$ cat src/hw/rtl/rpce_pkg.sv
// Shared widths, constants and controller/datapath interface types for the estimator.
package rpce_pkg;

    // Field and storage widths.
    localparam int SAMPLE_W    = 16;
    localparam int SUM_W       = 25;
    localparam int MAG_W       = 24;
    localparam int SQ_W        = 48;
    localparam int Q_W         = 16;
    localparam int CFG_W       = 13;
    localparam int CFG_IDX_W   = 2;

    // Frame geometry limits.
    localparam int MAX_READOUT  = 4096;
    localparam int MAX_CHANNELS = 64;
    localparam int MAX_LINES    = 256;
    localparam int RO_W = $clog2(MAX_READOUT);
    localparam int CH_W = $clog2(MAX_CHANNELS);
    localparam int LN_W = $clog2(MAX_LINES);

    // Iteration counts of the shared arithmetic steps.
    localparam int SQRT_STEPS = SQ_W / 2;
    localparam int DIV_STEPS  = Q_W;
    localparam int CNT_W      = 5;

    // Configuration register indexes.
    localparam logic [CFG_IDX_W-1:0] REG_CHANNELS = 2'd0;
    localparam logic [CFG_IDX_W-1:0] REG_READOUT  = 2'd1;
    localparam logic [CFG_IDX_W-1:0] REG_LINES    = 2'd2;

    // Commands from the controller to the datapath.
    typedef struct packed {
        logic capture;
        logic accumulate;
        logic square_re;
        logic square_im;
        logic sqrt_step;
        logic div_init;
        logic div_step;
        logic div_first;
        logic load_out;
    } rpce_cmd_t;

    // Status from the datapath to the controller.
    typedef struct packed {
        logic produce;
        logic out_busy;
    } rpce_status_t;

endpackage

$ cat src/hw/rtl/rpce_ctrl.sv
// Controller: sequences accumulation, square root, division and result loading.
module rpce_ctrl (
    input  logic                   clk,
    input  logic                   rst_n,
    input  logic                   in_valid,
    output logic                   in_ready,
    input  rpce_pkg::rpce_status_t status,
    output rpce_pkg::rpce_cmd_t    cmd
);
    import rpce_pkg::*;

    typedef enum logic [2:0] {
        S_IDLE,
        S_ACC,
        S_SQ_RE,
        S_SQ_IM,
        S_SQRT,
        S_DIV_INIT,
        S_DIV,
        S_OUT
    } state_t;

    state_t          state_reg, state_next;
    logic [CNT_W-1:0] cnt_reg, cnt_next;

    // Next state and step counter.
    always_comb
    begin
        state_next = state_reg;
        cnt_next   = cnt_reg;
        unique case (state_reg)
            S_IDLE:     if (in_valid) state_next = S_ACC;
            S_ACC:      state_next = status.produce ? S_SQ_RE : S_IDLE;
            S_SQ_RE:    state_next = S_SQ_IM;
            S_SQ_IM:
            begin
                state_next = S_SQRT;
                cnt_next   = '0;
            end
            S_SQRT:
            begin
                cnt_next = cnt_reg + CNT_W'(1);
                if (cnt_reg == CNT_W'(SQRT_STEPS - 1))
                begin
                    state_next = S_DIV_INIT;
                end
            end
            S_DIV_INIT:
            begin
                state_next = S_DIV;
                cnt_next   = '0;
            end
            S_DIV:
            begin
                cnt_next = cnt_reg + CNT_W'(1);
                if (cnt_reg == CNT_W'(DIV_STEPS - 1))
                begin
                    state_next = S_OUT;
                end
            end
            S_OUT:      if (!status.out_busy) state_next = S_IDLE;
            default:    state_next = S_IDLE;
        endcase
    end

    // Commands decoded from the state.
    always_comb
    begin
        cmd            = '0;
        cmd.capture    = (state_reg == S_IDLE) && in_valid;
        cmd.accumulate = (state_reg == S_ACC);
        cmd.square_re  = (state_reg == S_SQ_RE);
        cmd.square_im  = (state_reg == S_SQ_IM);
        cmd.sqrt_step  = (state_reg == S_SQRT);
        cmd.div_init   = (state_reg == S_DIV_INIT);
        cmd.div_step   = (state_reg == S_DIV);
        cmd.div_first  = (cnt_reg == '0);
        cmd.load_out   = (state_reg == S_OUT) && !status.out_busy;
    end

    assign in_ready = (state_reg == S_IDLE);

    // State register.
    always_ff @(posedge clk or negedge rst_n)
    begin
        if (!rst_n)
        begin
            state_reg <= S_IDLE;
            cnt_reg   <= '0;
        end
        else
        begin
            state_reg <= state_next;
            cnt_reg   <= cnt_next;
        end
    end

endmodule

$ cat config.mk
export PLATFORM = sky130hd
export DESIGN_NAME = rpce_ctrl
export DESIGN_NICKNAME = d
export VERILOG_FILES = /design/src/hw/rtl/rpce_pkg.sv /design/src/hw/rtl/rpce_ctrl.sv
export SDC_FILE = /design/constraint.sdc
export NUM_CORES = 1
export LEC_CHECK = 0
export BUFFER_PORTS_ARGS = -buffer_cell sky130_fd_sc_hd__buf_2
export CAP_MARGIN = 20
export CORE_MARGIN = 4
export CORE_UTILIZATION = 44
export DETAILED_ROUTE_END_ITERATION = 16
export PLACE_DENSITY = 0.69
export SLEW_MARGIN = 20
export SYNTH_ARGS = -nofsm -noshare
export SYNTH_HDL_FRONTEND = slang
export SYNTH_SLANG_ARGS = --single-unit
$ cat constraint.sdc
create_clock -name clk -period 1.4 [get_ports clk]
set_clock_uncertainty 0.1 [all_clocks]
set_input_delay 0 -clock clk [delete_from_list [all_inputs] [get_ports clk]]
set_output_delay 0 -clock clk [all_outputs]
set_load 0.05 [all_outputs]
Word level (Yosys, flattened, before mapping)

Cells that the tools add are included.
W data, S select, Z words.

Register bits: 8
Input port bits: 5
Output and inout port bits: 10
Word-level logic and storage cells: 32

Add/subtract/negate cells: 1
Equal/unequal tests: 13
Multiplexer cells: 7
Reduce and logical (&&, ||, !) cells: 9

Operators by type and width:

| cell                  | number |
|---|---|
| $pmux W3 S8           | 1 |
| $eq A3 B3 Y1 const B  | 4 |
| $mux W3               | 4 |
| $pmux W5 S2           | 1 |
| $eq A3 B2 Y1 const B  | 2 |
| $add A5 B1 Y5 const B | 1 |
| $eq A5 B4 Y1 const B  | 1 |
| $eq A5 B5 Y1 const B  | 1 |
| $logic_not A5 Y1      | 1 |
| $ne A2 B1 Y1 const B  | 2 |
| $ne A2 B2 Y1 const B  | 2 |
| $reduce_and A4 Y1     | 1 |
| $reduce_or A2 Y1      | 2 |
| $eq A3 B1 Y1 const B  | 1 |
| $logic_not A3 Y1      | 1 |
| $logic_and A1 B1 Y1   | 2 |
| $mux W2               | 1 |
| $reduce_bool A2 Y1    | 1 |
| $logic_not A1 Y1      | 1 |

Logic depth before layout (Yosys ltp)

Gate-level depths: netlist (run 1).

Depth in word-level cells: 3
Mapped depth: 6
Mapped depth without buffers: 6

Worst setup path before layout (run 1)

No wires, ideal clock.

Path type: register to output
Start point: register state_reg[0]
End point: output cmd[8] (netlist bit)
Arrival: 2.239 ns
Required time: 1.300 ns
Slack: -0.939 ns
Cell stages (with the launch flop): 4
Path buffers: 1
Path through: dfrtp_1 buf_2 nor3_1 and2_1

RTL lines:

| item                     | line            | RTL |
|---|---|---|
| start: declaration       | rpce_ctrl.sv:23 | `state_t state_reg, state_next;` |
| start signal: assignment | rpce_ctrl.sv:93 | `state_reg <= state_next;` |
| end: declaration         | rpce_ctrl.sv:8  | `output rpce_pkg::rpce_cmd_t cmd` |

Worst setup path in the final report (run 1)

Start point: register cnt_reg[0]
End point: register state_reg[0]

Cells in the longest elaborated chain, start to end: 3
Elaborated cells between the ends (all ways): 5
Classes of those cells: eq/ne (4); reduce/logical (1)

RTL lines:

| item                                         | line                             | RTL |
|---|---|---|
| start: declaration                           | rpce_ctrl.sv:24                  | `logic [CNT_W-1:0] cnt_reg, cnt_next;` |
| start signal: assignment                     | rpce_ctrl.sv:94                  | `cnt_reg <= cnt_next;` |
| $eq A5 B5 Y1 or $eq A5 B4 Y1 (tied branches) | rpce_ctrl.sv:43, rpce_ctrl.sv:56 |  |
| $ne A2 B1 Y1 (no source line)                | n/a                              |  |
| $reduce_and A4 Y1 (no source line) *         | n/a                              |  |

Mark *: on every way between the ends. The rest lies on a longest branch, timed or not.
A chain may end at the register's enable or synchronous reset.

==> flow_summary.json, run 1 <==
{
  "cp.required_ns": 1.47,
  "rsz0062_at_grt": "yes",
  "slew_headroom": 0.855,
  "reg2regPathDepth": 6,
  "root_buffer": "clkbuf_4",
  "largest_reg_flops": 5,
  "syn_inst": 65,
  "synth_common_cells": "8 x dfrtp_1, 5 x nor2_1, 5 x o21ai_0",
  "met3_usage": 0.0407,
  "die_area_um2": 1950,
  "p_clk_frac": 0.072,
  "final_nets": 111,
  "grt_pass1_wl_um": 2680,
  "layout_min_cycle_time_ns": 1.51,
  "grt_max_degree": 25,
  "synth_ff_type": "dfrtp_1",
  "ys_seq_area_frac": 0.348,
  "crit_arrival_ns": 1.59,
  "peakVddDrop_mv": 1.61,
  "max_freq_ghz": 0.660,
  "vias_per_cell": 5.72,
  "ys_seq_elements": 8,
  "setup.worst_path.start": "cnt_reg[0]$_DFFE_PN0P_",
  "wl_per_cell_um": 17.5,
  "failed_checks": "setup timing",
  "cts_max_path_buffers": 2,
  "r2r_end": "state_reg[0]$_DFFE_PN0P_",
  "hold_viol": 0,
  "ioPinCount": 15,
  "tritoncts": "yes",
  "status": "finished, violations left",
  "via_count": 658,
  "cp_max_fo": 2,
  "reg2reg_setup_slack_ns": -0.11,
  "yosysUniqueCellTypes": 28,
  "p_seq_frac": 0.169,
  "max-cap-violations": 0,
  "internal_power_uw": 1330,
  "gp_congestion": 0.691,
  "syn-num-nets": 73,
  "synth-async-reset-ratio": 1.00,
  "synthTopCellsByArea": "dfrtp_1 35%, ha_1 6.5%, nor3b_1 5.2%",
  "drive_gt1_frac": 0.574,
  "swShare": 0.482,
  "synth_edf_count": 0,
  "final-max-slew-violation-count": 0,
  "die_h_um": 44.2,
  "synth_area_leader_cell": "dfrtp_1",
  "gr-max-usage-layer": "met2",
  "portBuffers": 14,
  "p_sw_uw": 1230,
  "r2r-start": "cnt_reg[0]$_DFFE_PN0P_",
  "fin_crit_sh": 1.08,
  "p_comb_frac": 0.759,
  "worst_setup_path_end_kind": "flip-flop",
  "numPlacedInstances": 101,
  "fin_hold_ws_ns": 0.0292,
  "antenna_found_initial": 0,
  "drt_iter0_drc": 24,
  "cellPowerDensity_nw_per_um2": 2490,
  "p_leak_uw": 0.000483,
  "die_w_um": 44.2,
  "yosys_warnings": 0,
  "stdcell_count": 115,
  "area_growth_syn_to_layout_pct": 78.7,
  "avgSynthCellArea_um2": 8.85,
  "dp_hpwl_um": 1000,
  "first_global_vias": 619,
  "wirelength_um": 2010,
  "rows": 12,
  "cts_sinks": 8,
  "cp-endpoint": "state_reg[0]$_DFFE_PN0P_",
  "worst-slew-pin-transition_ns": 0.216,
  "setup-violations-final": 2,
  "final_antenna_net_count": 0,
  "n_fill_cell": 56,
  "cts_max_level": 1,
  "grtUsageTotal": 0.185,
  "pre_cts_ws_ns": -0.0863,
  "met1_usage": 0.239,
  "cts_buffers": 3,
  "yosysTopAreaCellShare": 0.348,
  "insertion_delay_ns": 0.26,
  "design.core.area_um2": 1170,
  "diodes": 0,
  "use_met2": 0.294,
  "synth_most_common_cell": "dfrtp_1",
  "initial_utilization": 0.491,
  "drc": 0,
  "path_clk_slew_ns": 0.06,
  "critical_path_class": "reg2reg",
  "grt-ovfl-total": 0,
  "start_kind": "flip-flop",
  "dr.pass1.iters": 4,
  "finalWorstSetupSlack_ns": -0.115,
  "hold_path.class": "in2async",
  "syn-cell-area_um2": 576
}
[worst max-delay path, stage by stage, from the launching register on]
cell	delay (ns)
dfrtp_1	0.36
ha_2	0.19
and3_4	0.18
ha_4	0.12
a21oi_2	0.03
mux2_4	0.26
a221oi_2	0.20
[kinds of logic (layout without fill, tap and decap cells)]
group / count (synthesis) / in the layout / share of synthesized area
and+or+nand+nor: 27 / 27 / 0.278
AOI/OAI and AO/OA: 16 / 16 / 0.198
DFF: 8 / 8 / 0.348
buffers and inverters: 8 / 44 / 0.0587
adders and majority gates: 3 / 3 / 0.0652
muxes: 2 / 2 / 0.0370
xor gates and xnor gates: 1 / 1 / 0.0152
[layout make-up]
class / instances / area [um2] / share of cell area
clock buffers: 3 / 22.5 / 0.0219
inverters: 3 / 11.3 / 0.0109
multi-input cells: 49 / 439 / 0.427
flip-flops and latches: 8 / 201 / 0.196
well taps: 14 / 17.5 / 0.0170
repair buffers: 38 / 337 / 0.327
[layout by cell type, fill, tap and decap left out, types with 2 or more instances in the layout]
cell,Yosys,final
nor3b_1,4,2
nor2_1,5,3
nand2_1,4,2
and3b_1,2,2
a21oi_1,3,2
inv_1,3,3
dlygate4sd3_1,0,3
buf_2,3,4
dfrtp_1,8,7
buf_6,0,7
o21ai_0,5,3
nand4_1,2,2
nand3_1,2,2
o2bb2ai_1,3,3
and2_4,0,2
buf_4,0,21
buf_8,0,2
clkbuf_4,0,3
[power groups by stage]
| stage | Combinational [uW] | Sequential [uW] | Clock (uW) |
|---|---|---|---|
| after floorplan | 950 | 481 | 0 |
| after global placement | 1450 | 430 | 0 |
| after detailed placement | 1460 | 437 | 0 |
| after CTS | 1600 | 440 | 181 |
| after global routing | 2100 | 443 | 200 |
| final | 1940 | 433 | 184 |
[worst min-delay path by stage]
stage / slack [ns] / to / start
final: 0.03 / cnt_reg[4]$_DFFE_PN0P_ / rst_n
after global placement: -0.24 / cnt_reg[3]$_DFFE_PN0P_ / rst_n
after CTS: 0.02 / state_reg[1]$_DFFE_PN0P_ / rst_n
after floorplan: -0.40 / cnt_reg[0]$_DFFE_PN0P_ / rst_n
after detailed placement: -0.24 / cnt_reg[3]$_DFFE_PN0P_ / rst_n
after global routing: 0.05 / cnt_reg[4]$_DFFE_PN0P_ / rst_n
[through the flow]
step	TNS (ns)	util	power, uW	instance area, um2
after floorplan	-0.548	-	1430	619
after global placement	-0.124	0.678	1880	795
after detailed placement	-0.157	0.678	1900	795
after CTS	-0.406	0.783	2220	917
after global routing	-0.621	0.878	2740	1030
final	-0.212	0.878	2560	1030
[layer usage]
metal | wire [um] | share of wire | vias to the layer above
met3 | 86 | 0.043 | 4
met2 | 963 | 0.48 | 19
li1 | - | - | 309
met4 | 29 | 0.014 | 0
met5 | 0 | 0 | -
met1 | 929 | 0.46 | 326
[repair_timing]
item	CTS	global route
gates cloned	0	0
endpoints found under the hold margin	10	0
pin swaps	1	5
setup endpoints to repair	11	13
gates resized for setup	20	19
hold buffers	3	0
setup buffers	1	8
Note: power is estimated with default switching activity, not from simulation.
==> inputs of run 2 (changes only) <==
--- a/config.mk
+++ b/config.mk
@@ -10,6 +10,7 @@
 export CORE_MARGIN = 4
 export CORE_UTILIZATION = 44
 export DETAILED_ROUTE_END_ITERATION = 16
+export MAX_ROUTING_LAYER = met4
 export PLACE_DENSITY = 0.69
 export SLEW_MARGIN = 20
 export SYNTH_ARGS = -nofsm -noshare
==> run 2 against run 1 <==
The run still ends with setup timing left. Wire length is 0.85% lower. Non-clock buffer count did not move. Die area is the same. First-iteration DRC count is 46% lower. Global-route usage increased by 0.56 points. Sequential power about the same. Via count did not move. Cell area unchanged. Combinational power barely moved. Worst setup slack better by 0.0020 ns. Flip-flop and latch count did not move. Register-to-register slack about the same.
==> flow_summary.json, run 2 (synthesis results as in run 1) <==
{
  "cts_max_path_buffers": 2,
  "layout_min_cycle_time_ns": 1.51,
  "cp.required_ns": 1.47,
  "status": "finished, violations left",
  "vias_per_cell": 5.72,
  "finalPower_uw": 2560,
  "rows": 12,
  "failed_checks": "setup timing",
  "final_antenna_net_count": 0,
  "final_cell_mix": "21 x buf_4, 7 x dfrtp_1, 7 x buf_6, 4 x buf_2",
  "slew_headroom": 0.855,
  "initial_utilization": 0.491,
  "die_area_um2": 1950,
  "worst_setup_path_end_kind": "flip-flop",
  "design.core.area_um2": 1170,
  "grt_max_degree": 25,
  "grt-ovfl-total": 0,
  "die_w_um": 44.2,
  "drive_gt1_frac": 0.574,
  "portBuffers": 14,
  "cts_buffers": 3,
  "numPlacedInstances": 101,
  "insertion_delay_ns": 0.26,
  "layout_commonest_cell": "buf_4",
  "drc": 0,
  "finalWorstSetupSlack_ns": -0.113,
  "p_leak_uw": 0.000483,
  "crit_arrival_ns": 1.58,
  "setup-violations-final": 2,
  "cellPowerDensity_nw_per_um2": 2480,
  "dr.pass1.iters": 4,
  "peakVddDrop_mv": 1.61,
  "via_count": 658,
  "cts_sinks": 8,
  "cts_max_level": 1,
  "worst-slew-pin-transition_ns": 0.216,
  "first_global_vias": 619,
  "cp_max_fo": 2,
  "area_growth_syn_to_layout_pct": 78.7,
  "die_h_um": 44.2,
  "ioPinCount": 15,
  "gp_congestion": 0.699,
  "drt_iter0_drc": 13,
  "stdcell_count": 115,
  "diodes": 0,
  "antenna_found_initial": 0,
  "largest_reg_flops": 5,
  "grt_pass1_wl_um": 2680,
  "hold_viol": 0,
  "max_freq_ghz": 0.661,
  "wirelength_um": 1990,
  "rsz0062_at_grt": "yes",
  "wl_per_cell_um": 17.3,
  "max-cap-violations": 0,
  "path_clk_slew_ns": 0.06,
  "dp_hpwl_um": 1000,
  "start_kind": "flip-flop",
  "root_buffer": "clkbuf_4",
  "final_util": 0.878,
  "critical_path_class": "reg2reg",
  "grtUsageTotal": 0.191,
  "tritoncts": "yes",
  "final-max-slew-violation-count": 0,
  "fin_crit_sh": 1.08,
  "final_nets": 111,
  "hold_path.class": "in2async"
}
[run 2: cell counts in the layout (fill, tap and decap cells not counted)]
No cell type changed its count.
[run 2: worst max-delay path: stages (launching register included)]
cell and delay, ns:
dfrtp_1 0.36, ha_2 0.19, and3_4 0.18, ha_4 0.12, a21oi_2 0.03, mux2_4 0.26, a221oi_2 0.20
[run 2: final timing paths]
path                                         from                       end  slack, ns  cells after the start
max                        cnt_reg[1]$_DFFE_PN0P_  state_reg[0]$_DFFE_PN0P_      -0.11                      6
min                                         rst_n    cnt_reg[4]$_DFFE_PN0P_       0.03                      2
max reg2reg                cnt_reg[1]$_DFFE_PN0P_  state_reg[0]$_DFFE_PN0P_      -0.11                      6
min reg2reg                cnt_reg[4]$_DFFE_PN0P_    cnt_reg[4]$_DFFE_PN0P_       0.47                      1
max in group asynchronous                   rst_n  state_reg[1]$_DFFE_PN0P_       0.98                      2
min in group clk                         in_valid  state_reg[0]$_DFFE_PN0P_       0.11                      4
[run 2: final cells by class]
cell class	instances	area, um2
inverters	3	11.3
clock buffers	3	22.5
flip-flops and latches	8	201
well taps	14	17.5
fillers	56	143
repair buffers	38	337
multi-input cells	49	439
[run 2: metrics by stage]
stage | worst slack (ns) | hold slack, ns | setup TNS, ns | area (um2)
5_1_grt | -0.203 | 0.0515 | -0.621 | 1030
3_5_place_dp | -0.0863 | -0.245 | -0.157 | 795
2_1_floorplan | -0.170 | -0.396 | -0.548 | 619
6_report | -0.113 | 0.0310 | -0.207 | 1030
4_1_cts | -0.107 | 0.0225 | -0.406 | 917
3_3_place_gp | -0.0704 | -0.244 | -0.124 | 795
[run 2: what timing repair did]
action                                 CTS  global route
endpoints found under the hold margin   10             0
cloned                                   0             0
gates resized for setup                 20            19
hold buffers                             3             0
setup buffers                            1             8
pin swaps                                1             5
setup endpoints to repair               11            13
[run 2: per-layer routing]
layer	wire [um]	up-vias	GRT usage
met2	972	26	0.294
met5	0	-	-
li1	-	309	-
met4	27	0	0.0843
met3	112	4	0.0407
met1	877	319	0.239
[run 2: report_power, final]
part / switching (uW) / leakage (uW) / total [uW] / internal [uW]
clock network: 82.9 / 0.0000138 / 181 / 98.4
logic: 1060 / 0.000374 / 1940 / 884
registers: 86.5 / 0.0000958 / 432 / 345
==> inputs of run 3 (changes only) <==
--- a/config.mk
+++ b/config.mk
@@ -7,11 +7,12 @@
 export LEC_CHECK = 0
 export BUFFER_PORTS_ARGS = -buffer_cell sky130_fd_sc_hd__buf_2
 export CAP_MARGIN = 20
-export CORE_MARGIN = 4
-export CORE_UTILIZATION = 44
+export CORE_AREA = 4 4 41 43
+export CTS_BUF_LIST = sky130_fd_sc_hd__clkbuf_2 sky130_fd_sc_hd__clkbuf_4 sky130_fd_sc_hd__clkbuf_8
 export DETAILED_ROUTE_END_ITERATION = 16
+export DIE_AREA = 0 0 45 47
 export MAX_ROUTING_LAYER = met4
-export PLACE_DENSITY = 0.69
+export PLACE_DENSITY = 0.68
 export SLEW_MARGIN = 20
 export SYNTH_ARGS = -nofsm -noshare
 export SYNTH_HDL_FRONTEND = slang
==> run 3 against run 2 <==
The flow still finishes with violations (setup timing). Wire length is 3.9% higher. Cell count decreased by 3.5%. Non-clock buffer count is 5 lower. Sequential share of layout area increased by 0.64 points. Power is 1.5% lower. Flip-flop and latch count unchanged. Worst setup slack lost 0.080 ns. First-iteration DRC count rose by 120%. Register-to-register slack worse by 0.08 ns. Die area increased by 8.4%. Largest power group unchanged.
==> flow_summary.json, run 3 (synthesis results as in run 1) <==
{
  "status": "finished, violations left",
  "failed_checks": "setup timing",
  "hold_viol": 0,
  "hold_path.class": "in2async",
  "cts_max_level": 1,
  "placed_cell_area_um2": 796,
  "cts_buffers": 3,
  "max-cap-violations": 0,
  "path_clk_slew_ns": 0.06,
  "grtUsageTotal": 0.197,
  "reg2regPathDepth": 6,
  "first_global_vias": 594,
  "finalWorstSetupSlack_ns": -0.193,
  "ioPinCount": 15,
  "insertion_delay_ns": 0.25,
  "final_antenna_net_count": 0,
  "dp_hpwl_um": 955,
  "cts_sinks": 8,
  "die_h_um": 47,
  "dr.pass1.iters": 4,
  "drc": 0,
  "pre_cts_ws_ns": -0.147,
  "root_buffer": "clkbuf_4",
  "worst_setup_path_end_kind": "flip-flop",
  "cts_max_path_buffers": 2,
  "area_growth_syn_to_layout_pct": 74.1,
  "portBuffers": 14,
  "die_w_um": 45,
  "rsz0062_at_grt": "yes",
  "final_nets": 106,
  "wl_per_cell_um": 18.6,
  "setup-violations-final": 6,
  "crit_arrival_ns": 1.65,
  "peakVddDrop_mv": 2.00,
  "max_freq_ghz": 0.628,
  "grt-ovfl-total": 0,
  "cp.required_ns": 1.45,
  "reg2reg_setup_slack_ns": -0.19,
  "diodes": 0,
  "final-max-slew-violation-count": 0,
  "cp_max_fo": 2,
  "wirelength_um": 2070,
  "final_area_um2": 1000,
  "initial_utilization": 0.442,
  "largest_reg_flops": 5,
  "vias_per_cell": 5.96,
  "layout_min_cycle_time_ns": 1.59,
  "final_cell_mix": "12 x buf_4, 9 x buf_6, 6 x dfrtp_1, 5 x buf_2, 4 x o21ai_0",
  "design.core.area_um2": 1300,
  "worst-slew-pin-transition_ns": 0.416,
  "r2r-start": "cnt_reg[0]$_DFFE_PN0P_",
  "tritoncts": "yes",
  "layout_commonest_cell": "buf_4",
  "tns_ns": -0.540,
  "critical_path_class": "reg2reg",
  "slew_headroom": 0.720,
  "antenna_found_initial": 0,
  "rows": 13,
  "via_count": 662,
  "r2r_end": "state_reg[0]$_DFFE_PN0P_",
  "grt_pass1_wl_um": 2790,
  "fin_hold_ws_ns": 0.0477,
  "cellPowerDensity_nw_per_um2": 2510,
  "gp_congestion": 0.719,
  "finalPower_uw": 2520,
  "drive_gt1_frac": 0.552,
  "fin_crit_sh": 1.14,
  "p_leak_uw": 0.000457,
  "start_kind": "flip-flop",
  "drt_iter0_drc": 28,
  "grt_max_degree": 25,
  "die_area_um2": 2120
}
run 3: worst max-delay path by stage:
stage / startpoint / endpoint / slack, ns / cells past startpoint
finish: cnt_reg[0]$_DFFE_PN0P_ / state_reg[0]$_DFFE_PN0P_ / -0.19 / 6
floorplan: cnt_reg[0]$_DFFE_PN0P_ / state_reg[0]$_DFFE_PN0P_ / -0.17 / 6
detailed placement: cnt_reg[0]$_DFFE_PN0P_ / state_reg[0]$_DFFE_PN0P_ / -0.15 / 6
global route: cnt_reg[0]$_DFFE_PN0P_ / state_reg[0]$_DFFE_PN0P_ / -0.26 / 6
global placement: cnt_reg[0]$_DFFE_PN0P_ / state_reg[0]$_DFFE_PN0P_ / -0.07 / 6
CTS: cnt_reg[0]$_DFFE_PN0P_ / state_reg[0]$_DFFE_PN0P_ / -0.12 / 6
run 3: repair_timing:
action / 4_1_cts / 5_1_grt
hold buffers: 3 / 0
hold endpoints to repair: 11 / 0
setup endpoints to repair: 11 / 10
resized for setup: 22 / 22
buffers inserted: 4 / 0
pin swaps: 2 / 4
run 3: cell type report:
| cell class | instances | area [um2] |
|---|---|---|
| Inverter | 3 | 11.3 |
| Multi-Input combinational cell | 49 | 435 |
| Fill cell | 80 | 299 |
| Clock buffer | 3 | 22.5 |
| Timing Repair Buffer | 33 | 312 |
| Sequential cell | 8 | 203 |
| Tap cell | 15 | 18.8 |
run 3: power by group:
group / internal (uW) / leakage (uW) / total [uW] / switching, uW
combinational: 848 / 0.000349 / 1850 / 1010
clock: 98.4 / 0.0000138 / 180 / 81.7
sequential: 347 / 0.0000945 / 483 / 136
run 3: metal layers:
layer,share of wire,global-route usage,up-vias
li1,-,-,300
met1,0.40,0.213,311
met2,0.51,0.333,45
met3,0.063,0.0345,6
met4,0.022,0.123,0
met5,0,-,-
run 3: metrics by stage:
stage                     cells   util
final                       111  0.770
after detailed placement    102  0.612
after CTS                   111  0.723
after global placement      102  0.612
after global routing        111  0.770
after floorplan              65      -
run 3: critical path, stage by stage (launching register included):
cell and delay (ns):
dfrtp_1 0.37, ha_2 0.19, and3_4 0.18, ha_4 0.13
a21oi_2 0.04, mux2_4 0.26, a221oi_2 0.23
